## src/hw/rtl/bgr_pkg.sv

```systemverilog
// Shared types, constants and the 3x5 font table for the glyph-to-rectangle generator.
`timescale 1ns / 1ps

package bgr_pkg;

   localparam int GLYPH_COUNT = 64;
   localparam int GLYPH_IDX_W = $clog2(GLYPH_COUNT);
   localparam int PIX_BITS    = 15;
   localparam int CURSOR_W    = 20;
   localparam int COORD_W     = 16;
   localparam int SCALE_W     = 8;
   localparam int ENTRY_W     = 18;

   localparam logic [6:0] CODE_SPACE      = 7'h20;
   localparam logic [6:0] CODE_FIRST_GLYPH = 7'h21;
   localparam logic [6:0] CODE_LOWER_A    = 7'h61;
   localparam logic [6:0] CASE_OFFSET     = 7'd32;
   localparam logic [CURSOR_W-1:0] SPACE_ADVANCE = 20'd8;

   // Request mode: begin a string, or draw one character.
   typedef enum logic {
      MODE_BEGIN = 1'b0,
      MODE_CHAR  = 1'b1
   } req_mode_type;

   // Bits 17:16 width, bits 14:0 pixels with the top-left pixel in bit 14.
   // Entry k draws code 0x21+k.
   localparam logic [ENTRY_W-1:0] GLYPH_ROM [GLYPH_COUNT] = '{
      18'h12482, 18'h35A00, 18'h35555, 18'h33C9E, 18'h352A5, 18'h32AAB, 18'h12400, 18'h32922,
      18'h3224A, 18'h30AA8, 18'h305D0, 18'h10012, 18'h301C0, 18'h10002, 18'h312A4, 18'h32B6A,
      18'h32C97, 18'h362A7, 18'h3628E, 18'h329D2, 18'h3798E, 18'h329AA, 18'h37292, 18'h32AAA,
      18'h32ACA, 18'h10410, 18'h10412, 18'h30510, 18'h30E38, 18'h30450, 18'h32282, 18'h3FFFF,
      18'h32BED, 18'h36BAE, 18'h33923, 18'h36B6E, 18'h379A7, 18'h379A4, 18'h3392B, 18'h35BED,
      18'h37497, 18'h3326A, 18'h34BAD, 18'h34927, 18'h35F6D, 18'h37B6D, 18'h37B6F, 18'h36BA4,
      18'h32B59, 18'h36BAD, 18'h3388E, 18'h37492, 18'h35B6A, 18'h35B52, 18'h35B7D, 18'h35AAD,
      18'h35A92, 18'h372A7, 18'h36926, 18'h34889, 18'h3324B, 18'h32A00, 18'h30007, 18'h00000
   };

   // One character's worth of drawing work handed to the square emitter.
   typedef struct packed {
      logic [PIX_BITS-1:0] pixels;
      logic [CURSOR_W-1:0] cur_half;
      logic [COORD_W-1:0]  top;
      logic [SCALE_W-1:0]  scale;
   } bgr_work_type;

endpackage

```

## src/hw/rtl/bgr_emit.sv

```systemverilog
// Square emitter: walks the lit pixels of one glyph and drives the result register.
`timescale 1ns / 1ps

module bgr_emit (
   input  logic                          clock,
   input  logic                          reset,
   input  logic                          load_valid,
   input  bgr_pkg::bgr_work_type         load_work,
   output logic                          load_ready,
   output logic                          rsp_valid,
   input  logic                          rsp_ready,
   output logic signed [bgr_pkg::COORD_W-1:0] rsp_rect_x,
   output logic signed [bgr_pkg::COORD_W-1:0] rsp_rect_y,
   output logic [bgr_pkg::SCALE_W-1:0]   rsp_rect_size,
   output logic                          rsp_last
);
   import bgr_pkg::*;

   logic [PIX_BITS-1:0] pix_ff, pix_in;
   logic [CURSOR_W-1:0] cur_ff;
   logic [COORD_W-1:0]  top_ff;
   logic [SCALE_W-1:0]  scale_ff;

   logic                rsp_valid_ff, rsp_valid_in;
   logic [COORD_W-1:0]  rect_x_ff, rect_x_in;
   logic [COORD_W-1:0]  rect_y_ff, rect_y_in;
   logic [SCALE_W-1:0]  size_ff;
   logic                last_ff, last_in;

   logic                busy, out_free, fire;
   logic [2:0]          sel_row;
   logic [1:0]          sel_col;
   logic [PIX_BITS-1:0] sel_mask, rest;
   logic [10:0]         col_off, row_off;
   logic [CURSOR_W:0]   pos, pos_rnd;

   assign busy     = |pix_ff;
   assign out_free = !rsp_valid_ff || rsp_ready;
   assign fire     = busy && out_free;

   // Pick the first lit pixel in row-major order, top-left first.
   always_comb begin
      sel_row  = '0;
      sel_col  = '0;
      sel_mask = '0;
      for (int p = PIX_BITS - 1; p >= 0; p--) begin
         if (pix_ff[PIX_BITS-1-p]) begin
            sel_row  = 3'(p / 3);
            sel_col  = 2'(p % 3);
            sel_mask = PIX_BITS'(1 << (PIX_BITS - 1 - p));
         end
      end
   end

   assign rest       = pix_ff & ~sel_mask;
   assign load_ready = !busy || (fire && (rest == '0));

   always_comb begin
      case (sel_col)
         2'd0:    col_off = '0;
         2'd1:    col_off = {2'b00, scale_ff, 1'b0};
         default: col_off = {1'b0, scale_ff, 2'b00};
      endcase
   end

   // Half-pixel position, then halve with truncation toward zero.
   assign pos       = {cur_ff[CURSOR_W-1], cur_ff} + {10'd0, col_off};
   assign pos_rnd   = pos + {{CURSOR_W{1'b0}}, pos[CURSOR_W]};
   assign row_off   = 11'({8'd0, sel_row} * {3'd0, scale_ff});
   assign rect_x_in = pos_rnd[COORD_W:1];
   assign rect_y_in = top_ff + {5'd0, row_off};
   assign last_in   = (rest == '0);

   always_comb begin
      pix_in = pix_ff;
      if (load_valid && load_ready) begin
         pix_in = load_work.pixels;
      end else if (fire) begin
         pix_in = rest;
      end
   end

   always_comb begin
      rsp_valid_in = rsp_valid_ff;
      if (fire) begin
         rsp_valid_in = 1'b1;
      end else if (rsp_ready) begin
         rsp_valid_in = 1'b0;
      end
   end

   always_ff @(posedge clock) begin
      if (reset) begin
         pix_ff       <= '0;
         rsp_valid_ff <= 1'b0;
      end else begin
         pix_ff       <= pix_in;
         rsp_valid_ff <= rsp_valid_in;
      end
   end

   always_ff @(posedge clock) begin
      if (load_valid && load_ready) begin
         cur_ff   <= load_work.cur_half;
         top_ff   <= load_work.top;
         scale_ff <= load_work.scale;
      end
      if (fire) begin
         rect_x_ff <= rect_x_in;
         rect_y_ff <= rect_y_in;
         size_ff   <= scale_ff;
         last_ff   <= last_in;
      end
   end

   assign rsp_valid     = rsp_valid_ff;
   assign rsp_rect_x    = rect_x_ff;
   assign rsp_rect_y    = rect_y_ff;
   assign rsp_rect_size = size_ff;
   assign rsp_last      = last_ff;

endmodule

```

## src/hw/rtl/bitmap_glyph_to_rectangles.sv

```systemverilog
// Top level: text to squares with a 3x5 bitmap font.
`timescale 1ns / 1ps

// Usage
// - req channel: mode 0 is a begin transaction that latches start_x, start_y
//   and scale and puts the cursor at the origin; mode 1 carries one character.
// - rsp channel: one square per transaction (rect_x, rect_y, rect_size), with
//   last set on the final square of a character. Characters with no lit
//   pixels (space, blank glyph, control and high codes) give no transaction.
// - Path: an accepted character's pixels are registered in the emitter, and
//   each square is then registered in the result register before it is offered.
// - Throughput: one square per cycle from the single square emitter while the
//   result register is not stalled, so a character with n lit pixels gives n
//   squares (1 to 15); items that draw nothing never occupy the emitter. The next
//   character is accepted in the cycle its predecessor's last square leaves the emitter.
// - Stall: while rsp_ready is low a full result register holds and the emitter
//   waits; req_ready drops once the emitter holds pending pixels.
// - Reset: cursor and line top clear to zero, scale becomes one, and any
//   pending squares are dropped.
module bitmap_glyph_to_rectangles (
   input  logic                                clock,
   input  logic                                reset,
   input  logic                                req_valid,
   output logic                                req_ready,
   input  logic                                req_mode,
   input  logic signed [bgr_pkg::COORD_W-1:0]  req_start_x,
   input  logic signed [bgr_pkg::COORD_W-1:0]  req_start_y,
   input  logic [bgr_pkg::SCALE_W-1:0]         req_scale,
   input  logic [7:0]                          req_char_code,
   output logic                                rsp_valid,
   input  logic                                rsp_ready,
   output logic signed [bgr_pkg::COORD_W-1:0]  rsp_rect_x,
   output logic signed [bgr_pkg::COORD_W-1:0]  rsp_rect_y,
   output logic [bgr_pkg::SCALE_W-1:0]         rsp_rect_size,
   output logic                                rsp_last
);
   import bgr_pkg::*;

   logic [CURSOR_W-1:0] cursor_ff, cursor_in;
   logic [COORD_W-1:0]  line_top_ff, line_top_in;
   logic [SCALE_W-1:0]  font_scale_ff, font_scale_in;

   logic                accept;
   logic                printable, is_space, is_glyph;
   logic [6:0]          folded, idx7;
   logic [ENTRY_W-1:0]  entry;
   logic [1:0]          glyph_w;
   logic [9:0]          shift;
   logic [CURSOR_W-1:0] cur_pre;
   bgr_work_type        work;

   assign accept = req_valid && req_ready;

   // Fold lower case and the codes above it onto the upper-case glyphs.
   assign printable = !req_char_code[7] && (req_char_code[6:0] >= CODE_SPACE);
   assign folded    = (req_char_code[6:0] >= CODE_LOWER_A) ?
                      (req_char_code[6:0] - CASE_OFFSET) : req_char_code[6:0];
   assign is_space  = (folded == CODE_SPACE);
   assign is_glyph  = printable && !is_space;
   assign idx7      = folded - CODE_FIRST_GLYPH;

   always_comb begin
      entry = '0;
      if (is_glyph && (int'(idx7) < GLYPH_COUNT)) begin
         entry = GLYPH_ROM[idx7[GLYPH_IDX_W-1:0]];
      end
   end

   // Narrow glyphs are centred: pull the cursor left by (3-width) half-scales.
   assign glyph_w = entry[ENTRY_W-1:ENTRY_W-2];
   assign shift   = {8'd0, 2'd3 - glyph_w} * {2'd0, font_scale_ff};
   assign cur_pre = cursor_ff - {10'd0, shift};

   always_comb begin
      cursor_in     = cursor_ff;
      line_top_in   = line_top_ff;
      font_scale_in = font_scale_ff;
      if (accept) begin
         if (req_mode == MODE_BEGIN) begin
            cursor_in     = {{3{req_start_x[COORD_W-1]}}, req_start_x, 1'b0};
            line_top_in   = req_start_y;
            font_scale_in = req_scale;
         end else if (is_glyph) begin
            cursor_in = cur_pre + {9'd0, font_scale_ff, 3'b000} - {10'd0, shift};
         end else if (printable) begin
            cursor_in = cursor_ff + SPACE_ADVANCE;
         end
      end
   end

   always_ff @(posedge clock) begin
      if (reset) begin
         cursor_ff     <= '0;
         line_top_ff   <= '0;
         font_scale_ff <= SCALE_W'(1);
      end else begin
         cursor_ff     <= cursor_in;
         line_top_ff   <= line_top_in;
         font_scale_ff <= font_scale_in;
      end
   end

   // Begin and blank transactions hand over no pixels and so emit nothing.
   assign work.pixels   = (req_mode == MODE_CHAR) ? entry[PIX_BITS-1:0] : '0;
   assign work.cur_half = cur_pre;
   assign work.top      = line_top_ff;
   assign work.scale    = font_scale_ff;

   bgr_emit u_emit (
      .clock         (clock),
      .reset         (reset),
      .load_valid    (accept),
      .load_work     (work),
      .load_ready    (req_ready),
      .rsp_valid     (rsp_valid),
      .rsp_ready     (rsp_ready),
      .rsp_rect_x    (rsp_rect_x),
      .rsp_rect_y    (rsp_rect_y),
      .rsp_rect_size (rsp_rect_size),
      .rsp_last      (rsp_last)
   );

`ifndef SYNTHESIS
   a_reset_state: assert property (@(posedge clock)
      reset |=> (cursor_ff == '0) && (line_top_ff == '0) && (font_scale_ff == SCALE_W'(1))
      && !rsp_valid)
      else $error("state not cleared by reset");

   a_begin_latch: assert property (@(posedge clock) disable iff (reset)
      (accept && (req_mode == MODE_BEGIN)) |=> (line_top_ff == $past(req_start_y))
      && (font_scale_ff == $past(req_scale)))
      else $error("begin transaction not latched");

   a_no_gap_in_char: assert property (@(posedge clock) disable iff (reset)
      (rsp_valid && rsp_ready && !rsp_last) |=> rsp_valid)
      else $error("gap inside a character's squares");
`endif

endmodule

```

## config.mk

```make
export PLATFORM = sky130hd
export DESIGN_NAME = bitmap_glyph_to_rectangles
export DESIGN_NICKNAME = d
export VERILOG_FILES = /design/src/hw/rtl/bgr_pkg.sv /design/src/hw/rtl/bgr_emit.sv /design/src/hw/rtl/bitmap_glyph_to_rectangles.sv
export SDC_FILE = /design/constraint.sdc
export NUM_CORES = 1
export LEC_CHECK = 0
export BUFFER_PORTS_ARGS = -buffer_cell sky130_fd_sc_hd__buf_2
export CAP_MARGIN = 20
export CORE_ASPECT_RATIO = 0.6
export CORE_MARGIN = 5
export CORE_UTILIZATION = 53
export DETAILED_ROUTE_END_ITERATION = 6
export PLACE_DENSITY = 0.74
export SLEW_MARGIN = 20
export SYNTH_ARGS = -nofsm -noshare
export SYNTH_HDL_FRONTEND = slang
export SYNTH_HIERARCHICAL = 1
export SYNTH_SLANG_ARGS = --single-unit
export TNS_END_PERCENT = 30
```

## constraint.sdc

```tcl
create_clock -name clock -period 10.5 [get_ports clock]
set_input_delay 1.05 -clock clock [delete_from_list [all_inputs] [get_ports clock]]
set_output_delay 1.05 -clock clock [all_outputs]
set_load 0.02 [all_outputs]
```

Yosys cells after proc, flatten, opt, wreduce, memory -nomap -nowiden. Memories as Yosys holds them, arrays and structs flattened. Cells that the tools add are included.

Reductions and logical operators: 20. Multiply operators: 2. $add $sub $neg: 10. $lt $le $gt $ge: 4. Muxes and demuxes: 58. Eq/ne operators: 3. Bitwise operators: 4.

Operators with widths (number): $mux W15 (4); $mux W20 (3); $mux W18 (3); $mux W3 (16); $sub A20 B10 Y20 (2); $mux W2 (16); $add A20 B11 Y21 (1); $add A20 B11 Y20 (1); $add A20 B4 Y20 const B (1); $pmux W10 S2 (1); $add A17 B1 Y17 (1); $add A16 B11 Y16 (1); $and A15 B15 Y15 (1); $logic_not A15 Y1 (1); $not A15 Y15 (1); $reduce_or A15 Y1 (1); $ge A7 B7 Y1 const B (2); $mux W14 (1); $mux W7 (2); $sub A7 B6 Y7 const B (2); $mux W13 (1); $mux W12 (1); $mul A3 B8 Y11 (1); $mux W11 (1); other kinds (22) (36).

Register bits after elaboration: 145. Bits of input ports: 53. Memories: 1. ROM bits: 1152.

Memories: (no name shown) (words 64, width 18, rd ports 1, clocked after Yosys merged registers in 0, wr ports 0, RTL line bitmap_glyph_to_rectangles.sv:65) `entry = GLYPH_ROM[idx7[GLYPH_IDX_W-1:0]];`.

Logic depth before layout (Yosys ltp). Gate-level depths: netlist of run 1.

Word-level depth: 23. Gate-level depth with buffers: 37.

Cells and area by module. The synthesis of run 1 kept the hierarchy.

Modules (own cells, without submodules): bitmap_glyph_to_rectangles (area each 6447.4 sq um, instances 1, cells an instance 946); bgr_emit (area each 5627.9 sq um, instances 1, cells an instance 493).

Worst setup path after synthesis of run 1. OpenSTA, ideal clock, no wires.

Kind: input -> register. From: input port req_char_code[0]. To: register cursor_ff[19]. Setup slack: 1457 ps. Cell stages on the path: 32. Arrival: 8947 ps. Buffers on the path: 2. Library setup time: 96 ps. Cells stage by stage: clkbuf_1 -> inv_1 -> clkbuf_1 -> ha_1 -> or4b_2 -> a32o_1 -> a221oi_2 -> o211ai_4 -> a21o_4 -> and2_1 -> ha_1 -> a211oi_1 -> o21a_1 -> o21bai_1 -> a21oi_1 -> xnor2_1 -> ha_1 -> inv_1 -> or4_1 -> nand2_1 -> xor2_1 -> fa_1 -> ha_1 -> a21o_1 -> a21o_1 -> a221o_1 -> a21oi_1 -> o211ai_1 -> a21o_1 -> a21oi_1 -> xnor3_1 -> o41ai_2.

Longest elaborated chain between the ends: 15.

Ends and longest elaborated chain: start: declaration (RTL line bitmap_glyph_to_rectangles.sv:29) `input logic [7:0] req_char_code,`; $sub A7 B6 Y7 / $ge A7 B7 Y1 (equally long branches) (RTL line bitmap_glyph_to_rectangles.sv:57, bitmap_glyph_to_rectangles.sv:56); $mux W7 (RTL line bitmap_glyph_to_rectangles.sv:56) `assign folded = (req_char_code[6:0] >= CODE_LOWER_A) ?`; $sub A7 B6 Y7 (RTL line bitmap_glyph_to_rectangles.sv:60) `assign idx7 = folded - CODE_FIRST_GLYPH;`; $not A6 Y7 (implied by the code) (RTL line bitmap_glyph_to_rectangles.sv:65); $mem_v2 Z64 W18; $mux W18 (implied by the code) (2 in series) (RTL line bitmap_glyph_to_rectangles.sv:65); $mux W18 (*) (RTL line bitmap_glyph_to_rectangles.sv:64) `if (is_glyph && (int'(idx7) < GLYPH_COUNT)) begin`; $sub A2 B2 Y2 (*) (RTL line bitmap_glyph_to_rectangles.sv:71) `assign shift = {8'd0, 2'd3 - glyph_w} * {2'd0, font_scale_ff};`; $mul A2 B8 Y10 (*) (RTL line bitmap_glyph_to_rectangles.sv:71); $sub A20 B10 Y20 (*) (RTL line bitmap_glyph_to_rectangles.sv:72) `assign cur_pre = cursor_ff - {10'd0, shift};`; named net cur_pre[9] (RTL line bitmap_glyph_to_rectangles.sv:49) `logic [CURSOR_W-1:0] cur_pre;`; $add A20 B11 Y20 (*) (RTL line bitmap_glyph_to_rectangles.sv:84) `cursor_in = cur_pre + {9'd0, font_scale_ff, 3'b000} - {10'd0, shift};`; $sub A20 B10 Y20 (*) (RTL line bitmap_glyph_to_rectangles.sv:84); $mux W20 (*) (RTL line bitmap_glyph_to_rectangles.sv:83) `end else if (is_glyph) begin`; $mux W20 (*) (RTL line bitmap_glyph_to_rectangles.sv:79) `if (req_mode == MODE_BEGIN) begin`; end signal: assignment (RTL line bitmap_glyph_to_rectangles.sv:97) `cursor_ff <= cursor_in;`; end: declaration (RTL line bitmap_glyph_to_rectangles.sv:39) `logic [CURSOR_W-1:0] cursor_ff, cursor_in;`.

Mark *: on every way through the listed nets, which the timed path passes. The rest lies on a longest branch. The select of a mux whose other input is x is not followed. A chain may end at the register's enable or synchronous reset.

Final worst setup path of run 1. Ends and elaborated chain as after synthesis.

==> results of run 1 <==
-- layer usage --
layer / up-vias / wire (um) / global-route usage [%]
met5: - / 0 / 0
met3: 31 / 4250 / 8.27
met4: 0 / 272 / 3.97
met2: 518 / 12500 / 31.1
li1: 5229 / - / -
met1: 5092 / 16500 / 41.7
-- critical path: cells and delay by family --
kind / cells / cell delay [ns]
xor gates and xnor gates: 3 / 0.82
and+or+nand+nor: 6 / 1.69
buffers and inverters: 2 / 0.58
AOI/OAI and AO/OA: 15 / 3.39
adders and majority gates: 6 / 2.15
-- flip-flops by register name, indices dropped and copies added, names as in the netlist --
name                  flops
cursor_ff                20
u_emit/cur_ff            20
line_top_ff              16
u_emit/rsp_rect_x        16
u_emit/rsp_rect_y        16
u_emit/top_ff            16
u_emit/pix_ff            15
font_scale_ff             8
u_emit/rsp_rect_size      8
u_emit/scale_ff           8
u_emit/rsp_last           1
u_emit/rsp_valid          1
-- stage by stage --
stage / hold WS [ns] / instance area, sq um / cells
global route: 0.438 / 13300 / 1806
global placement: 0.411 / 12700 / 1774
finish: 0.433 / 13300 / 1806
detailed placement: 0.417 / 12700 / 1774
floorplan: 0.408 / 12100 / 1439
CTS: 0.431 / 13300 / 1806
-- cell type report --
class,count,area (sq um),area share [%]
clock buffers,17,425,3.20
clock inverters,15,151,1.14
inverters,99,372,2.79
multi-input cells,1112,7620,57.3
flip-flops and latches,145,3750,28.2
well taps,308,385,2.90
repair buffers,110,588,4.42
-- how the worst min path moves through the flow --
stage | start | endpoint | slack (ns) | depth (start not counted)
floorplan | line_top_ff[0] | u_emit/top_ff[0] | 0.41 | 0
global placement | line_top_ff[10] | u_emit/top_ff[10] | 0.41 | 0
detailed placement | line_top_ff[14] | u_emit/top_ff[14] | 0.42 | 0
CTS | line_top_ff[14] | u_emit/top_ff[14] | 0.43 | 0
global route | line_top_ff[10] | u_emit/top_ff[10] | 0.44 | 0
finish | line_top_ff[13] | u_emit/top_ff[13] | 0.43 | 0
-- Yosys cell counts (5+ instances only) --
master	n	area, sq um
or2_2	7	43.8
fa_1	24	480
or3_1	9	56.3
o21a_1	9	67.6
dfxtp_1	60	1200
buf_6	5	56.3
o21bai_1	9	67.6
and2_1	39	244
nand2_1	149	559
nor3_1	43	215
a211o_1	6	52.6
ha_1	78	976
inv_1	99	372
nand4_1	9	56.3
a21o_1	14	105
a311oi_1	10	87.6
mux2i_1	6	60.1
a211oi_1	19	143
o21ai_0	74	370
o22ai_1	6	37.5
a2111oi_0	5	43.8
nand3_1	36	180
xor2_1	31	272
nor2b_1	19	119
a21oi_1	133	666
o211ai_1	31	233
clkbuf_1	65	244
nor3b_1	8	60.1
nor2_1	124	465
and3_1	8	50.1
nand2b_1	17	106
o31ai_1	8	60.1
xnor2_1	62	543
buf_1	8	30.0
a31oi_1	20	125
edfxtp_1	85	2550
a22o_1	9	78.8
nand3b_1	5	37.5
-- where the power goes --
group / total, mW / internal (mW) / switching [mW]
clock network: 0.597 / 0.333 / 0.264
logic: 1.38 / 0.547 / 0.829
registers: 0.797 / 0.723 / 0.0738
-- cells by family after synthesis --
group | share of synthesized area [%]
and+or+nand+nor | 20.1
xor gates and xnor gates | 6.93
DFF | 31.1
buffers and inverters | 6.04
AOI/OAI and AO/OA | 23.0
muxes | 0.684
adders and majority gates | 12.2
-- cells in the final DEF, fill, tap and decap left out, types with 43 or more instances in the layout --
cell      netlist  final
edfxtp_1       85     85
a21oi_1       133    133
inv_1          99     98
nor3_1         43     43
nand2_1       149    149
nor2_1        124    124
dfxtp_1        60     60
xnor2_1        62     58
o21ai_0        74     74
ha_1           78     78
buf_2           3     95
==> impl_metrics.env, run 1 <==
export IMPL_status="finished, final reports clean"
export IMPL_io_pins=96
export IMPL_slowest_stage="or4b_2"
export IMPL_p_leak_nw=5.38
export IMPL_hold_viol=0
export IMPL_core_sq_um=22200
export IMPL_place_ws_ns=0.859
export IMPL_grt_usage_pct=25.2
export IMPL_cp_arrival_ns=9.69
export IMPL_clock_skew_ns=0.00951
export IMPL_syn_area_sq_um=12100
export IMPL_endpoint_kind="flip-flop"
export IMPL_rows=42
export IMPL_slowest_delay_ns=0.63
export IMPL_ir_worst_vdd_mv=0.147
export IMPL_cts_sinks=145
export IMPL_antenna_cells=0
export IMPL_overflow=0
export IMPL_syn_nets=1594
export IMPL_endpoint="cursor_ff[19]"
export IMPL_cts_max_level=4
export IMPL_finalWorstSetupSlack_ns=1.14
export IMPL_layout_core_utilization_pct=59.8
export IMPL_drtAntennaViolNets=0
export IMPL_post_cts_buffers=0
export IMPL_dr_pass1_iters=6
export IMPL_die_width_um=205
export IMPL_areaGrowthSynthToFinish_pct=10.1
export IMPL_syn_area_per_cell_sq_um=8.39
export IMPL_crit_fanout=17
export IMPL_synth_edf_count=85
export IMPL_place_gp_congestion=1.02
export IMPL_grt_max_degree=63
export IMPL_synthCells=1439
export IMPL_min_period_over_period_pct=89.1
export IMPL_portBuffers=95
export IMPL_crit_path_start="req_char_code[0]"
export IMPL_r2r_cells=23
export IMPL_routed_wl_um=33600
export IMPL_drive_gt1_share_pct=12.6
export IMPL_cts_made_buffers=17
export IMPL_cts_tree="done"
export IMPL_die_h_um=127
export IMPL_synth_cell_types=99
export IMPL_r2r_slack_ns=4.14
export IMPL_holdBufCountCts=0
export IMPL_clock_latency_ns=0.43
export IMPL_synthArstFlopShare_pct=0
export IMPL_slew_headroom_pct=32.3
export IMPL_via_per_inst=6.02
export IMPL_cp_required_ns=10.83
export IMPL_worstSetupStartpointType="input pin"
export IMPL_route_detailed_drc=0
export IMPL_rsz0062_at_grt="no"
export IMPL_power_density_nw_per_um2=208
export IMPL_dp_hpwl_um=25000
export IMPL_antenna_found_initial=0
export IMPL_maxCapViolations=0
export IMPL_yosysWarningCount=6
export IMPL_fin_crit_ns=9.36
export IMPL_timing_fmax_ghz=0.107
export IMPL_finalPower_mw=2.77
export IMPL_synth_ff_type="edfxtp_1"
export IMPL_synth_seq_area_share_pct=31.1
export IMPL_clockRootBuffer="clkbuf_16"
export IMPL_tns_ns=0
export IMPL_rr_startpoint="font_scale_ff[1]"
export IMPL_regToRegEndpoint="cursor_ff[19]"
export IMPL_grt_pass1_wl_um=52400
export IMPL_nets=1640
export IMPL_tightest_slew_ns=1.01
export IMPL_slew_viol_final=0
export IMPL_num_vias=10900
export IMPL_ys_ff_latch=145
export IMPL_critPathKind="in2reg"
export IMPL_min_path_type="reg2reg"
export IMPL_drt_initial_drc_count=1332
export IMPL_die_area_sq_um=26000
export IMPL_finalSetupViolCount=0
export IMPL_wl_per_cell_um=18.6
export IMPL_clock_path_buffers=2
export IMPL_grt_pass1_vias=9492
export IMPL_n_fill_cell=1900
export IMPL_clk_pin_slew_ns=0.07
export IMPL_initial_core_util_pct=54.3
export IMPL_postCtsResizedCells=0
No activity file was read; power rests on OpenSTA's default activity.
==> run 2, diff against run 1 <==
--- a/config.mk
+++ b/config.mk
@@ -5,6 +5,7 @@
 export SDC_FILE = /design/constraint.sdc
 export NUM_CORES = 1
 export LEC_CHECK = 0
+export ABC_AREA = 1
 export BUFFER_PORTS_ARGS = -buffer_cell sky130_fd_sc_hd__buf_2
 export CAP_MARGIN = 20
 export CORE_ASPECT_RATIO = 0.6
==> constraint.sdc (replaced) <==
create_clock -name clock -period 9 [get_ports clock]
set_input_delay 0.9 -clock clock [delete_from_list [all_inputs] [get_ports clock]]
set_output_delay 0.9 -clock clock [all_outputs]
set_load 0.02 [all_outputs]
==> run 2 against run 1 <==
Effect of this change: design area up 0.74%; non-clock buffer count is 1 lower; final cell count increased by 13%; flip-flop and latch count unchanged; sequential share of layout area fell by 0.21 points; synthesized cell count grew 14%; area after synthesis decreased by 0.35%; clock skew is 0.00060 ns higher; setup slack better by 0.038 ns; die area decreased by 0.33%; global-route usage is 2.1 points higher; critical path type unchanged; highest routed layer unchanged.
==> impl_metrics.env, run 2 <==
export IMPL_synth_edf_count=85
export IMPL_clock_path_buffers=2
export IMPL_synth_top_cell_area_share_pct=21.2
export IMPL_io_pins=96
export IMPL_timing_fmax_ghz=0.128
export IMPL_routed_wl_um=35500
export IMPL_die_width_um=205
export IMPL_fin_hold_ws_ns=0.426
export IMPL_syn_area_sq_um=12000
export IMPL_clock_latency_ns=0.44
export IMPL_maxCapViolations=0
export IMPL_layout_commonest_cell="nand2_1"
export IMPL_synth_cell_types=64
export IMPL_clk_pin_slew_ns=0.06
export IMPL_syn_nets=1794
export IMPL_drt_initial_drc_count=1303
export IMPL_slew_headroom_pct=43.5
export IMPL_via_per_inst=5.59
export IMPL_synth_seq_area_share_pct=31.2
export IMPL_min_path_type="reg2reg"
export IMPL_yosysTopAreaCell="edfxtp_1"
export IMPL_syn_area_per_cell_sq_um=7.34
export IMPL_final_cell_mix="327 x nand2_1, 257 x inv_1, 184 x nor2_1, 111 x o21ai_0, 103 x a21oi_1"
export IMPL_whs_path_depth=0
export IMPL_r2r_slack_ns=3.30
export IMPL_antenna_found_initial=0
export IMPL_grt_max_degree=43
export IMPL_rsz0062_at_grt="no"
export IMPL_rr_startpoint="font_scale_ff[0]"
export IMPL_worstSetupStartpointType="input pin"
export IMPL_grt_usage_pct=27.3
export IMPL_finalWorstSetupSlack_ns=1.18
export IMPL_tightest_slew_ns=0.848
export IMPL_die_area_sq_um=25900
export IMPL_place_gp_congestion=0.986
export IMPL_final_cells=2044
export IMPL_cts_max_level=4
export IMPL_portBuffers=95
export IMPL_synth_most_common_cell="nand2_1"
export IMPL_crit_top_cell="nand2_1"
export IMPL_cts_tree="done"
export IMPL_route_detailed_drc=0
export IMPL_postCtsResizedCells=0
export IMPL_dp_hpwl_um=27200
export IMPL_nets=1878
export IMPL_min_period_over_period_pct=86.9
export IMPL_crit_fanout=22
export IMPL_synthCells=1639
export IMPL_num_vias=11400
export IMPL_regToRegEndpoint="cursor_ff[19]"
export IMPL_post_cts_buffers=0
export IMPL_rows=42
export IMPL_synth_ff_type="edfxtp_1"
export IMPL_place_ws_ns=1.02
export IMPL_drtAntennaViolNets=0
export IMPL_initial_core_util_pct=54.3
export IMPL_overflow=0
export IMPL_grt_pass1_vias=10500
export IMPL_n_fill_cell=2081
export IMPL_holdBufCountCts=0
export IMPL_clockRootBuffer="clkbuf_16"
export IMPL_top_regs="cursor_ff x20, u_emit/cur_ff x20"
export IMPL_wl_per_cell_um=17.4
export IMPL_antenna_cells=0
export IMPL_tns_ns=0
export IMPL_cp_arrival_ns=8.10
export IMPL_dr_pass1_iters=6
export IMPL_grt_pass1_wl_um=56700
export IMPL_hold_viol=0
export IMPL_synthArstFlopShare_pct=0
export IMPL_cts_made_buffers=17
export IMPL_slowest_delay_ns=0.55
export IMPL_drive_gt1_share_pct=13.0
export IMPL_hp_start="line_top_ff[9]"
export IMPL_cp_required_ns=9.28
export IMPL_place_inst=2011
export IMPL_status="finished, final reports clean"
export IMPL_critPathKind="in2reg"
export IMPL_clock_skew_ns=0.0101
export IMPL_hold_end="u_emit/top_ff[9]"
export IMPL_core_sq_um=22200
export IMPL_r2r_cells=29
export IMPL_finalSetupViolCount=0
export IMPL_ys_ff_latch=145
export IMPL_fin_crit_ns=7.82
export IMPL_slew_viol_final=0
export IMPL_die_h_um=127
export IMPL_yosys_top_cells_area="edfxtp_1 21%, nand2_1 10%, dfxtp_1 10%"
export IMPL_slowest_stage="o31ai_1"
export IMPL_synth_common_cells="327 x nand2_1, 257 x inv_1, 185 x nor2_1, 111 x o21ai_0, 103 x a21oi_1"
export IMPL_yosysWarningCount=6
export IMPL_cts_sinks=145
export IMPL_areaGrowthSynthToFinish_pct=11.3
export IMPL_endpoint_kind="flip-flop"
[run 2: cell count changes in the layout (fill, tap and decap cells not counted), moves of 30 or more]
cell and change:
o21ai_0 +37, a21oi_1 -30, xnor2_1 -44, nor2_1 +60, nand2_1 +178, nand3_1 +47, and2_1 -39, inv_1 +159
[run 2: worst max path at each step]
stage | cells past startpoint | start | endpoint | slack [ns]
4_1_cts | 42 | req_char_code[1] | cursor_ff[19] | 1.42
3_5_place_dp | 42 | req_char_code[1] | cursor_ff[19] | 1.02
2_1_floorplan | 40 | req_char_code[1] | cursor_ff[15] | 2.26
6_report | 42 | req_char_code[1] | cursor_ff[19] | 1.18
5_1_grt | 42 | req_char_code[1] | cursor_ff[19] | 0.60
3_3_place_gp | 36 | req_char_code[1] | cursor_ff[19] | 1.25
[run 2: logic make-up (layout without fill, tap and decap cells)]
| group | count (synthesis) | in the layout | synth area share [%] |
|---|---|---|---|
| AO/OA/AOI/OAI | 317 | 317 | 15.6 |
| XOR/XNOR | 69 | 69 | 5.27 |
| adder cells (fa/ha/maj) | 102 | 102 | 12.1 |
| buffers and inverters | 314 | 411 | 10.2 |
| flip-flops | 145 | 145 | 31.2 |
| AND/OR/NAND/NOR | 692 | 692 | 25.6 |
[run 2: metrics by stage]
stage / cell area (sq um) / util [%]
after floorplan: 12000 / -
after global placement: 12800 / 57.7
after detailed placement: 12800 / 57.7
after CTS: 13400 / 60.3
after global routing: 13400 / 60.4
final: 13400 / 60.4
[run 2: worst max-delay path: cells and delay by family]
family	cells	cell delay, ns
adder cells (fa/ha/maj)	6	2.05
AO/OA/AOI/OAI	5	1.24
AND/OR/NAND/NOR	18	1.88
buffers and inverters	11	1.50
XOR/XNOR	2	0.50
[run 2: layout make-up]
class | count | area, sq um | area share, %
Clock buffer | 18 | 429 | 3.20
Timing Repair Buffer | 109 | 588 | 4.39
Tap cell | 308 | 385 | 2.88
Multi-Input combinational cell | 1180 | 7060 | 52.7
Inverter | 270 | 1020 | 7.62
Clock inverter | 14 | 156 | 1.17
Sequential cell | 145 | 3750 | 28.0
[run 2: metal layers]
layer	track usage (%)	vias to the layer above	part of all wire (%)	wire length, um
li1	-	5550	-	-
met1	44.2	5216	49	17600
met2	36.7	604	38	13700
met3	6.51	47	11	3860
met4	4.72	0	1.2	411
met5	0	-	0	0
Power of run 2 is left out: the tool's default activity adds up to more than one toggle a clock period on the data nets, which glitch-free logic cannot reach.
